`config.mk`:
```
export PLATFORM = sky130hd
export DESIGN_NAME = console_line_editor_core
export DESIGN_NICKNAME = d
export VERILOG_FILES = /design/src/sv/cle_pkg.sv /design/src/sv/cle_datapath.sv /design/src/sv/cle_ctrl.sv /design/src/sv/console_line_editor_core.sv
export SDC_FILE = /design/constraint.sdc
export NUM_CORES = 1
export LEC_CHECK = 0
export ABC_AREA = 1
export BUFFER_PORTS_ARGS = -buffer_cell sky130_fd_sc_hd__buf_2
export CAP_MARGIN = 10
export CORE_MARGIN = 1
export CORE_UTILIZATION = 45
export CTS_CLUSTER_DIAMETER = 30
export DETAILED_ROUTE_END_ITERATION = 8
export GPL_TIMING_DRIVEN = 1
export SLEW_MARGIN = 0
export SYNTH_ARGS = -nofsm -noshare
export SYNTH_HDL_FRONTEND = slang
export SYNTH_SLANG_ARGS = --single-unit
export TNS_END_PERCENT = 1
```
`constraint.sdc`:
```
create_clock -name clk -period 3.6 [get_ports clk]
set_input_delay 0.36 -clock clk [delete_from_list [all_inputs] [get_ports clk]]
set_output_delay 0.36 -clock clk [all_outputs]
set_load 0.03 [all_outputs]
```
`src/sv/cle_pkg.sv`:
```
// Package for the console line editor: key codes, default line size and the
// command and status structs shared by the controller and the datapath.
// No dependencies.
`timescale 1ns / 1ps
`default_nettype none

package cle_pkg;

  localparam int LINE_SIZE_DEF = 64;

  localparam logic [7:0] KEY_BS   = 8'h08;
  localparam logic [7:0] KEY_NL   = 8'h0A;
  localparam logic [7:0] KEY_EOT  = 8'h04;
  localparam logic [7:0] KEY_KILL = 8'h15;

  typedef struct packed {
    logic store;
    logic fill_dec;
    logic fill_clr;
    logic len_load;
    logic raw_load;
    logic rd_first;
    logic rd_next;
    logic out_raw;
    logic out_eof;
  } cle_cmd_t;

  typedef struct packed {
    logic raw_mode;
    logic is_bs;
    logic is_kill;
    logic is_nl;
    logic is_eot;
    logic fill_zero;
    logic fill_full;
    logic idx_last;
  } cle_status_t;

endpackage

`default_nettype wire

```
`src/sv/cle_datapath.sv`:
```
// Datapath of the console line editor: line store memory, fill count, read
// index, line length, raw byte hold and the mode register.
// Depends on cle_pkg.
`timescale 1ns / 1ps
`default_nettype none

module cle_datapath
  import cle_pkg::*;
#(
  parameter int LINE_SIZE = LINE_SIZE_DEF
) (
  input  wire logic        clk,
  input  wire logic        rst,
  input  wire logic        cfg_valid,
  input  wire logic        cfg_data,
  input  wire logic [7:0]  key_byte,
  input  wire cle_cmd_t    cmd,
  output cle_status_t      status,
  output logic [7:0]       out_byte,
  output logic             has_byte
);

  localparam int IW = (LINE_SIZE > 1) ? $clog2(LINE_SIZE) : 1;
  localparam int LW = $clog2(LINE_SIZE + 1);

  logic [7:0]    mem [LINE_SIZE];
  logic [IW-1:0] fill;
  logic [IW-1:0] idx;
  logic [IW-1:0] rd_addr;
  logic [LW-1:0] len;
  logic [7:0]    rd_data;
  logic [7:0]    hold_byte;
  logic          raw_mode;

  assign rd_addr = cmd.rd_first ? '0 : IW'(idx + IW'(1));

  always_ff @(posedge clk) begin
    if (rst) begin
      raw_mode <= 1'b0;
    end else if (cfg_valid) begin
      raw_mode <= cfg_data;
    end
  end

  always_ff @(posedge clk) begin
    if (rst) begin
      fill <= '0;
    end else if (cmd.fill_clr) begin
      fill <= '0;
    end else if (cmd.fill_dec) begin
      fill <= IW'(fill - IW'(1));
    end else if (cmd.store) begin
      fill <= IW'(fill + IW'(1));
    end
  end

  always_ff @(posedge clk) begin
    if (cmd.store) begin
      mem[fill] <= key_byte;
    end
    if (cmd.rd_first || cmd.rd_next) begin
      rd_data <= mem[rd_addr];
      idx     <= rd_addr;
    end
    if (cmd.len_load) begin
      len <= LW'(LW'(fill) + LW'(1) - LW'(status.is_eot));
    end
    if (cmd.raw_load) begin
      hold_byte <= key_byte;
    end
  end

  always_comb begin
    status.raw_mode  = raw_mode;
    status.is_bs     = (key_byte == KEY_BS);
    status.is_kill   = (key_byte == KEY_KILL);
    status.is_nl     = (key_byte == KEY_NL);
    status.is_eot    = (key_byte == KEY_EOT);
    status.fill_zero = (fill == '0);
    status.fill_full = (fill == IW'(LINE_SIZE - 1));
    status.idx_last  = ((LW'(idx) + LW'(1)) == len);
  end

  always_comb begin
    if (cmd.out_raw) begin
      out_byte = hold_byte;
    end else if (cmd.out_eof) begin
      out_byte = '0;
    end else begin
      out_byte = rd_data;
    end
    has_byte = !cmd.out_eof;
  end

endmodule

`default_nettype wire

```
`src/sv/cle_ctrl.sv`:
```
// Controller of the console line editor: decodes each accepted key against
// the datapath status and sequences line readout. Depends on cle_pkg.
`timescale 1ns / 1ps
`default_nettype none

module cle_ctrl
  import cle_pkg::*;
(
  input  wire logic        clk,
  input  wire logic        rst,
  input  wire logic        s_tvalid,
  output logic             s_tready,
  output logic             m_tvalid,
  input  wire logic        m_tready,
  output logic             m_tlast,
  input  wire cle_status_t status,
  output cle_cmd_t         cmd
);

  typedef enum logic [4:0] {
    S_IDLE = 5'b00001,
    S_RAW  = 5'b00010,
    S_LOAD = 5'b00100,
    S_SEND = 5'b01000,
    S_EOF  = 5'b10000
  } state_t;

  state_t state, state_next;

  always_ff @(posedge clk) begin
    if (rst) begin
      state <= S_IDLE;
    end else begin
      state <= state_next;
    end
  end

  always_comb begin
    state_next = state;
    cmd        = '0;
    s_tready   = 1'b0;
    m_tvalid   = 1'b0;
    m_tlast    = 1'b0;
    unique case (state)
      S_IDLE: begin
        s_tready = 1'b1;
        if (s_tvalid) begin
          if (status.raw_mode) begin
            cmd.raw_load = 1'b1;
            state_next   = S_RAW;
          end else if (status.is_bs) begin
            cmd.fill_dec = !status.fill_zero;
          end else if (status.is_kill) begin
            cmd.fill_clr = 1'b1;
          end else begin
            cmd.store = 1'b1;
            if (status.is_nl || status.is_eot || status.fill_full) begin
              cmd.fill_clr = 1'b1;
              if (status.is_eot && status.fill_zero) begin
                state_next = S_EOF;
              end else begin
                cmd.len_load = 1'b1;
                state_next   = S_LOAD;
              end
            end
          end
        end
      end
      S_RAW: begin
        cmd.out_raw = 1'b1;
        m_tvalid    = 1'b1;
        if (m_tready) begin
          state_next = S_IDLE;
        end
      end
      S_LOAD: begin
        cmd.rd_first = 1'b1;
        state_next   = S_SEND;
      end
      S_SEND: begin
        m_tvalid = 1'b1;
        m_tlast  = status.idx_last;
        if (m_tready) begin
          if (status.idx_last) begin
            state_next = S_IDLE;
          end else begin
            cmd.rd_next = 1'b1;
          end
        end
      end
      S_EOF: begin
        cmd.out_eof = 1'b1;
        m_tvalid    = 1'b1;
        m_tlast     = 1'b1;
        if (m_tready) begin
          state_next = S_IDLE;
        end
      end
      default: begin
        state_next = S_IDLE;
      end
    endcase
  end

endmodule

`default_nettype wire

```
`src/sv/console_line_editor_core.sv`:
```
// Console line editor top level: controller plus datapath.
// Depends on cle_pkg, cle_ctrl and cle_datapath.
//
// Usage:
//   s_* takes one keyboard byte per request (s_tdata). cfg_* writes the
//   raw mode bit; cfg_ready is always high, write only while idle.
//   m_* delivers results: m_tdata is the byte, m_tuser is has_byte,
//   m_tlast marks the final result of a line.
// Sequencing and throughput:
//   Editing keys are accepted back to back. A raw byte is offered the cycle after
//   it is taken and the input reopens the cycle after it is delivered. For a
//   completed line of N bytes, S_LOAD reads the first byte from the line store's
//   registered read port, then S_SEND streams one byte per cycle while m_tready
//   is high; end of file is offered from S_EOF.
// Reset: clears mode (cooked), fill count and controller; store contents
//   are left as they are.
// Stall: while m_tready is low the result holds and no input is taken.
`timescale 1ns / 1ps
`default_nettype none

module console_line_editor_core
  import cle_pkg::*;
#(
  parameter int LINE_SIZE = LINE_SIZE_DEF
) (
  input  wire logic       clk,
  input  wire logic       rst,
  input  wire logic       cfg_valid,
  output logic            cfg_ready,
  input  wire logic       cfg_data,
  input  wire logic       s_tvalid,
  output logic            s_tready,
  input  wire logic [7:0] s_tdata,   // [7:0] key_byte
  output logic            m_tvalid,
  input  wire logic       m_tready,
  output logic [7:0]      m_tdata,   // [7:0] out_byte
  output logic            m_tuser,   // [0] has_byte
  output logic            m_tlast
);

  cle_cmd_t    cmd;
  cle_status_t status;

  assign cfg_ready = 1'b1;

  cle_ctrl u_ctrl (
    .clk      (clk),
    .rst      (rst),
    .s_tvalid (s_tvalid),
    .s_tready (s_tready),
    .m_tvalid (m_tvalid),
    .m_tready (m_tready),
    .m_tlast  (m_tlast),
    .status   (status),
    .cmd      (cmd)
  );

  cle_datapath #(
    .LINE_SIZE (LINE_SIZE)
  ) u_datapath (
    .clk       (clk),
    .rst       (rst),
    .cfg_valid (cfg_valid),
    .cfg_data  (cfg_data),
    .key_byte  (s_tdata),
    .cmd       (cmd),
    .status    (status),
    .out_byte  (m_tdata),
    .has_byte  (m_tuser)
  );

  a_no_overlap: assert property (@(posedge clk) disable iff (rst)
    !(s_tready && m_tvalid))
    else $error("input open while a result is pending");

  a_eof_last: assert property (@(posedge clk) disable iff (rst)
    (m_tvalid && !m_tuser) |-> (m_tlast && (m_tdata == 8'h00)))
    else $error("end of file result malformed");

  a_line_end_idle: assert property (@(posedge clk) disable iff (rst)
    (m_tvalid && m_tready && m_tlast) |=> s_tready)
    else $error("input not reopened after line end");

  a_raw_not_last: assert property (@(posedge clk) disable iff (rst)
    (s_tvalid && s_tready && status.raw_mode) |=> (m_tvalid && m_tuser && !m_tlast))
    else $error("raw byte result malformed");

endmodule

`default_nettype wire

```
Word level (Yosys, flattened, before mapping)
Memories as Yosys holds them, arrays and structs flattened. A register that Yosys moved wholly into a read port is not among the register bits.
Index checks and enable logic that the tools add are counted.
{ "op_classes": {"add_sub_neg": 6, "eq_ne": 18, "n_mux": 38, "reduce_logical": 12} }
{ "op_table": {"columns": ["op", "n"], "rows": [
  ["5-bit 2-to-1 mux", 11],
  ["5-bit one-hot mux with 4 select lines", 1],
  ["6-bit 2-to-1 mux", 3],
  ["1-bit 2-to-1 mux", 17],
  ["8-bit by 4-bit == test with 1-bit output (second input constant)", 2],
  ["8-bit 2-to-1 mux", 2],
  ["6-bit by 1-bit adder with 7-bit output (second input constant)", 2],
  ["6-bit by 1-bit adder with 6-bit output (second input constant)", 2],
  ["8-bit by 3-bit == test with 1-bit output (second input constant)", 1],
  ["8-bit by 5-bit == test with 1-bit output (second input constant)", 1],
  ["7-bit == test", 1],
  ["7-bit AND reduction", 1],
  ["7-bit by 1-bit subtractor with 7-bit output", 1],
  ["6-bit == test (second input constant)", 1],
  ["6-bit logical NOT", 1],
  ["3-bit by 2-bit != test with 1-bit output (second input constant)", 2],
  ["6-bit by 1-bit subtractor with 6-bit output (second input constant)", 1],
  ["5-bit by 1-bit == test with 1-bit output (second input constant)", 1],
  ["5-bit by 2-bit == test with 1-bit output (second input constant)", 1],
  ["5-bit by 3-bit == test with 1-bit output (second input constant)", 1],
  ["5-bit by 4-bit == test with 1-bit output (second input constant)", 1],
  ["5-bit == test (second input constant)", 1],
  ["2-bit 2-to-1 mux", 2],
  ["4-bit 2-to-1 mux", 1],
  ["other kinds (10)", 16]
]} }
{ "word_totals": {"ff_bits": 33, "ramBits": 512, "in_bits": 14, "out_inout_bits": 13, "elab_cells": 81, "memories": 1} }
{ "memory_table": {"columns": ["memory", "depth", "word_bits", "rd", "rd_ports_with_merged_regs", "write_ports", "line_no", "text"], "rows": [
  ["u_datapath.mem", 64, 8, 1, 1, 1, "cle_datapath.sv:26", "logic [7:0] mem [LINE_SIZE];"]
]} }

Logic depth before layout (Yosys ltp)
{ "logic_depth": {"ltp_word": 11, "mapped_depth": 16, "ltp_nobuf": 16} }

Cells and area by module
A second synthesis with hierarchy kept.
{ "hier_totals": {"cells_unflattened": 2468, "area_unflattened_um2": 24867.6} }
{ "modules_own_cells": {"columns": ["mod", "instances", "cells_each", "area_each_um2", "seq_area_each_um2"], "rows": [
  ["cle_datapath", 1, 2378, 24363.4, 16385.7],
  ["cle_ctrl", 1, 88, 493.0, 100.1],
  ["console_line_editor_core", 1, 2, 11.3, 0.0]
]} }

Worst setup path before layout
No wires, ideal clock.
{ "synth_timing": {"path_type": "reg2reg", "startpoint": "reg u_datapath.idx[0]", "endpoint": "reg u_datapath.idx[0], enable pin", "setup_ps": 404, "t_arrival_ps": 2453, "required_time_ps": 3196, "path_slack_ps": 743, "stages_incl_launch_ff": 10, "n_path_buf": 1, "period_less_slack_ps": 2857, "path_cell_list": "edfxtp_1 ha_1 buf_2 xor2_1 nor2_1 nand3_1 nor2_1 nand3_1 nand2_1 o21ai_0"} }
{ "synth_via": {"elab_chain_cells": 6} }
{ "synth_lines": {"columns": ["item", "line_no", "text"], "rows": [
  ["from (decl)", "cle_datapath.sv:28", "logic [IW-1:0] idx;"],
  ["from (signal assigned)", "cle_datapath.sv:63", "idx <= rd_addr;"],
  ["6-bit by 1-bit adder with 7-bit output", "cle_datapath.sv:81", "status.idx_last = ((LW'(idx) + LW'(1)) == len);"],
  ["7-bit == test", "cle_datapath.sv:81", null],
  ["1-bit 2-to-1 mux", "cle_ctrl.sv:84", "if (status.idx_last) begin"],
  ["1-bit 2-to-1 mux", "cle_ctrl.sv:83", "if (m_tready) begin"],
  ["1-bit 2-to-1 mux", "cle_ctrl.sv:44", "unique case (state)"],
  ["1-bit logical OR", "cle_datapath.sv:61", "if (cmd.rd_first || cmd.rd_next) begin"]
]} }
Every way passes these cells.
A chain may end at the register's enable or synchronous reset.

Final worst setup path
{ "layout_timing": {"startpoint": "reg u_datapath.idx[0]", "endpoint": "out m_tlast"} }
{ "layout_via": {"elab_chain_cells": 3} }
{ "layout_lines": {"columns": ["item", "line_no", "text"], "rows": [
  ["6-bit by 1-bit adder with 7-bit output", "cle_datapath.sv:81", null],
  ["7-bit == test", "cle_datapath.sv:81", null],
  ["1-bit one-hot mux with 2 select lines", "cle_ctrl.sv:44", null],
  ["to (decl)", "console_line_editor_core.sv:38", "output logic m_tlast"]
]} }
Every way passes these cells.

==> impl_metrics.yaml <==
clock_tree:
  htree_levels: 3
  cts-buffers-inserted: 117
  post_cts_buffers: 0
  ctsHoldBuffers: 3
  cts_buffer_depth: 3
  cts_tree: "yes"
  insertion_delay_ns: 0.65
  cts_root_buf: "clkbuf_16"
  cts-resized-gates: 0
  clkTransAtPathRegs_ns: 0.05
  cts_sinks: 553
sta:
  fin_skew_ns: 0.0173
  rsz0062_at_grt: "false"
  setup-tns-final_ns: 0
  slew_violations: 0
  finalHoldViolations: 0
  whs_ns: 0.105
  setup_viol: 0
  post-route-min-period_ns: 3.22
  tightest_slew_ns: 1.23
  slew_headroom_pct: 17.8
  clock.fmax_ghz: 0.310
  period_share_pct: 89.6
logic_synthesis:
  synth_edf_count: 541
  seq_area_frac_synth_pct: 66.1
  synth.area.top_cells: "edfxtp_1 65%, nand3_1 10%, inv_1 4.9%, nand2_1 4.3%, nand3b_1 3.4%"
  ys_async_sr_fraction_pct: 0
  synth_ff_type: "edfxtp_1"
  synth-adder-area-share_pct: 0.933
  ys_types: 36
  syn-num-nets: 2292
  synth_seq_cells: 553
  syn_area_per_cell_sq_um: 11.0
  synth-compound-area-share_pct: 2.53
  synth-simple-area-share_pct: 22.3
  syn_area_sq_um: 25000
  yosys_warnings: 0
  yosys-mux-area-fraction_pct: 0
  syn_inst: 2260
  synth_top_family_by_area: "simple AND/OR/NAND/NOR gates"
  yosysTopAreaCell: "edfxtp_1"
  synthXorXnorAreaFrac_pct: 0.491
  synth_top_area_share_pct: 65.1
final_layout:
  layout.cells.most_common_list: "541 x edfxtp_1, 519 x nand3_1, 328 x inv_1"
  syn2layout_area_growth_pct: 21.9
  ff_latch_area_sq_um: 16500
  num-fill-cells: 4600
  diodes: 0
  drive_gt1_share_pct: 16.5
  layout_commonest_cell: "edfxtp_1"
  fin_nets: 2424
  multi_input_area_sq_um: 6590
status:
  status: "complete, no violations"
setup_path:
  critPathRequiredTime_ns: 3.24
  cpMaxStageDelayCell: "buf_4"
  crit_path_end_kind: "output pin"
  cp_max_fo: 49
  crit_buf_inv: 2
  worstPathArrival_ns: 2.86
  slowest_delay_ns: 0.51
  path_cells: "ha_1 -> buf_4 -> xor2_1 -> nor2_1 -> nand3_1 -> nor2_1 -> nand3_1 -> o21ai_0 -> buf_2"
  worst-setup-path-type: "reg2out"
  start_kind: "flop"
  critical_path.top_delay_family: "buffers and inverters"
die:
  design.die.area_sq_um: 56400
  die_y_um: 237
  io-pin-count: 27
  die_w_um: 237
  std_cell_rows: 85
  fp.coreArea_sq_um: 54300
  start_util_pct: 45.9
detailed_routing:
  drt_iter0_drc: 1575
  drc: 0
  antenna_left: 0
  via_per_inst: 5.45
  dr.pass1.iters: 5
  vias: 17600
  wl_per_cell_um: 21.6
  routed_wl_mm: 69.7
global_route:
  grt.total_usage_pct: 25.0
  first_global_vias: 17400
  grt_pass1_wl_mm: 105
  grt_max_degree: 145
  grt_overflow: 0
  antenna_found_initial: 0
pwr:
  p_total_mw: 21.1
  peakVddDrop_uv: 481
  leakage_nw: 12.0
  cellPowerDensity_nw_per_um2: 695
run:
  maxCapViolations: 0
placed_design:
  io_buffer_count: 25
  gp_congestion: 0.933
  dp_hpwl_mm: 41.2
min_path:
  hp-class: "in2reg"
-- power by group --
group | internal (mW) | switching, mW
combinational | 0.806 | 2.10
sequential | 7.27 | 0.0953
clock | 7.42 | 3.46
-- cell usage after synthesis, types with 3 or more instances --
| cell type | n |
|---|---|
| buf_1 | 11 |
| buf_6 | 3 |
| nand2_2 | 6 |
| nand4_1 | 6 |
| or2_2 | 48 |
| dfxtp_1 | 12 |
| nand2_1 | 284 |
| inv_1 | 329 |
| xnor2_1 | 6 |
| ha_1 | 17 |
| clkbuf_1 | 50 |
| a21oi_1 | 9 |
| a211oi_1 | 4 |
| o21ai_0 | 21 |
| nor3_1 | 4 |
| nor2_1 | 120 |
| buf_4 | 23 |
| nand3b_1 | 113 |
| inv_2 | 4 |
| o2111ai_1 | 48 |
| nand3_1 | 519 |
| xor2_1 | 8 |
| edfxtp_1 | 541 |
| nor2_2 | 8 |
| buf_2 | 44 |
| nor2_4 | 5 |
| nand3_2 | 8 |
-- path summary, 6_finish.rpt --
kind / to / cells past startpoint / startpoint / slack, ns
max: m_tlast / 9 / u_datapath.idx[0] / 0.38
min: u_datapath.hold_byte[5] / 1 / s_tdata[5] / 0.10
max reg2reg: u_datapath.fill[5] / 15 / u_datapath.fill[2] / 0.60
min reg2reg: u_ctrl.state[0] / 2 / u_ctrl.state[0] / 0.54
-- per-layer routing --
| metal | share of wire [%] | up-vias | track usage [%] | wire length (um) |
|---|---|---|---|---|
| met2 | 48 | 750 | 40.5 | 33100 |
| met1 | 42 | 8576 | 34.2 | 29400 |
| met4 | 2.6 | 0 | 8.17 | 1840 |
| li1 | - | 8127 | - | - |
| met5 | 0 | - | 0 | 0 |
| met3 | 7.6 | 140 | 4.47 | 5330 |
-- area by class of cell --
class	instances	share of cell area, %
tap	739	3.04
timing repair buffer	144	3.70
inverter	333	4.13
sequential	553	54.2
clock buffer	133	9.96
clock inverter	86	3.29
multi-input combinational	1243	21.7
-- state kept, by name, indices dropped and copies added, names as in the netlist --
name	flops
u_datapath.len	7
u_datapath.raw_mode	1
u_datapath.idx	6
u_datapath.mem	512
u_datapath.hold_byte	8
u_ctrl.state	5
u_datapath.fill	6
u_datapath.rd_data	8
-- logic make-up after synthesis --
family,Yosys count
and+or+nand+nor,1124
DFF,553
buffers and inverters,464
AOI/OAI and AO/OA,86
adders and majority gates,18
xor gates and xnor gates,14
other,1
-- per-stage QoR --
step / utilization [%] / area, sq um / setup WS, ns / cells
2_1_floorplan: - / 25000 / 0.743 / 2260
3_3_place_gp: 48.5 / 26400 / 0.477 / 3009
3_5_place_dp: 48.5 / 26400 / 0.565 / 3009
4_1_cts: 56.0 / 30400 / 0.350 / 3231
5_1_grt: 56.0 / 30400 / 0.105 / 3231
6_report: 56.0 / 30400 / 0.376 / 3231
Note: power is estimated with default switching activity, not from simulation.
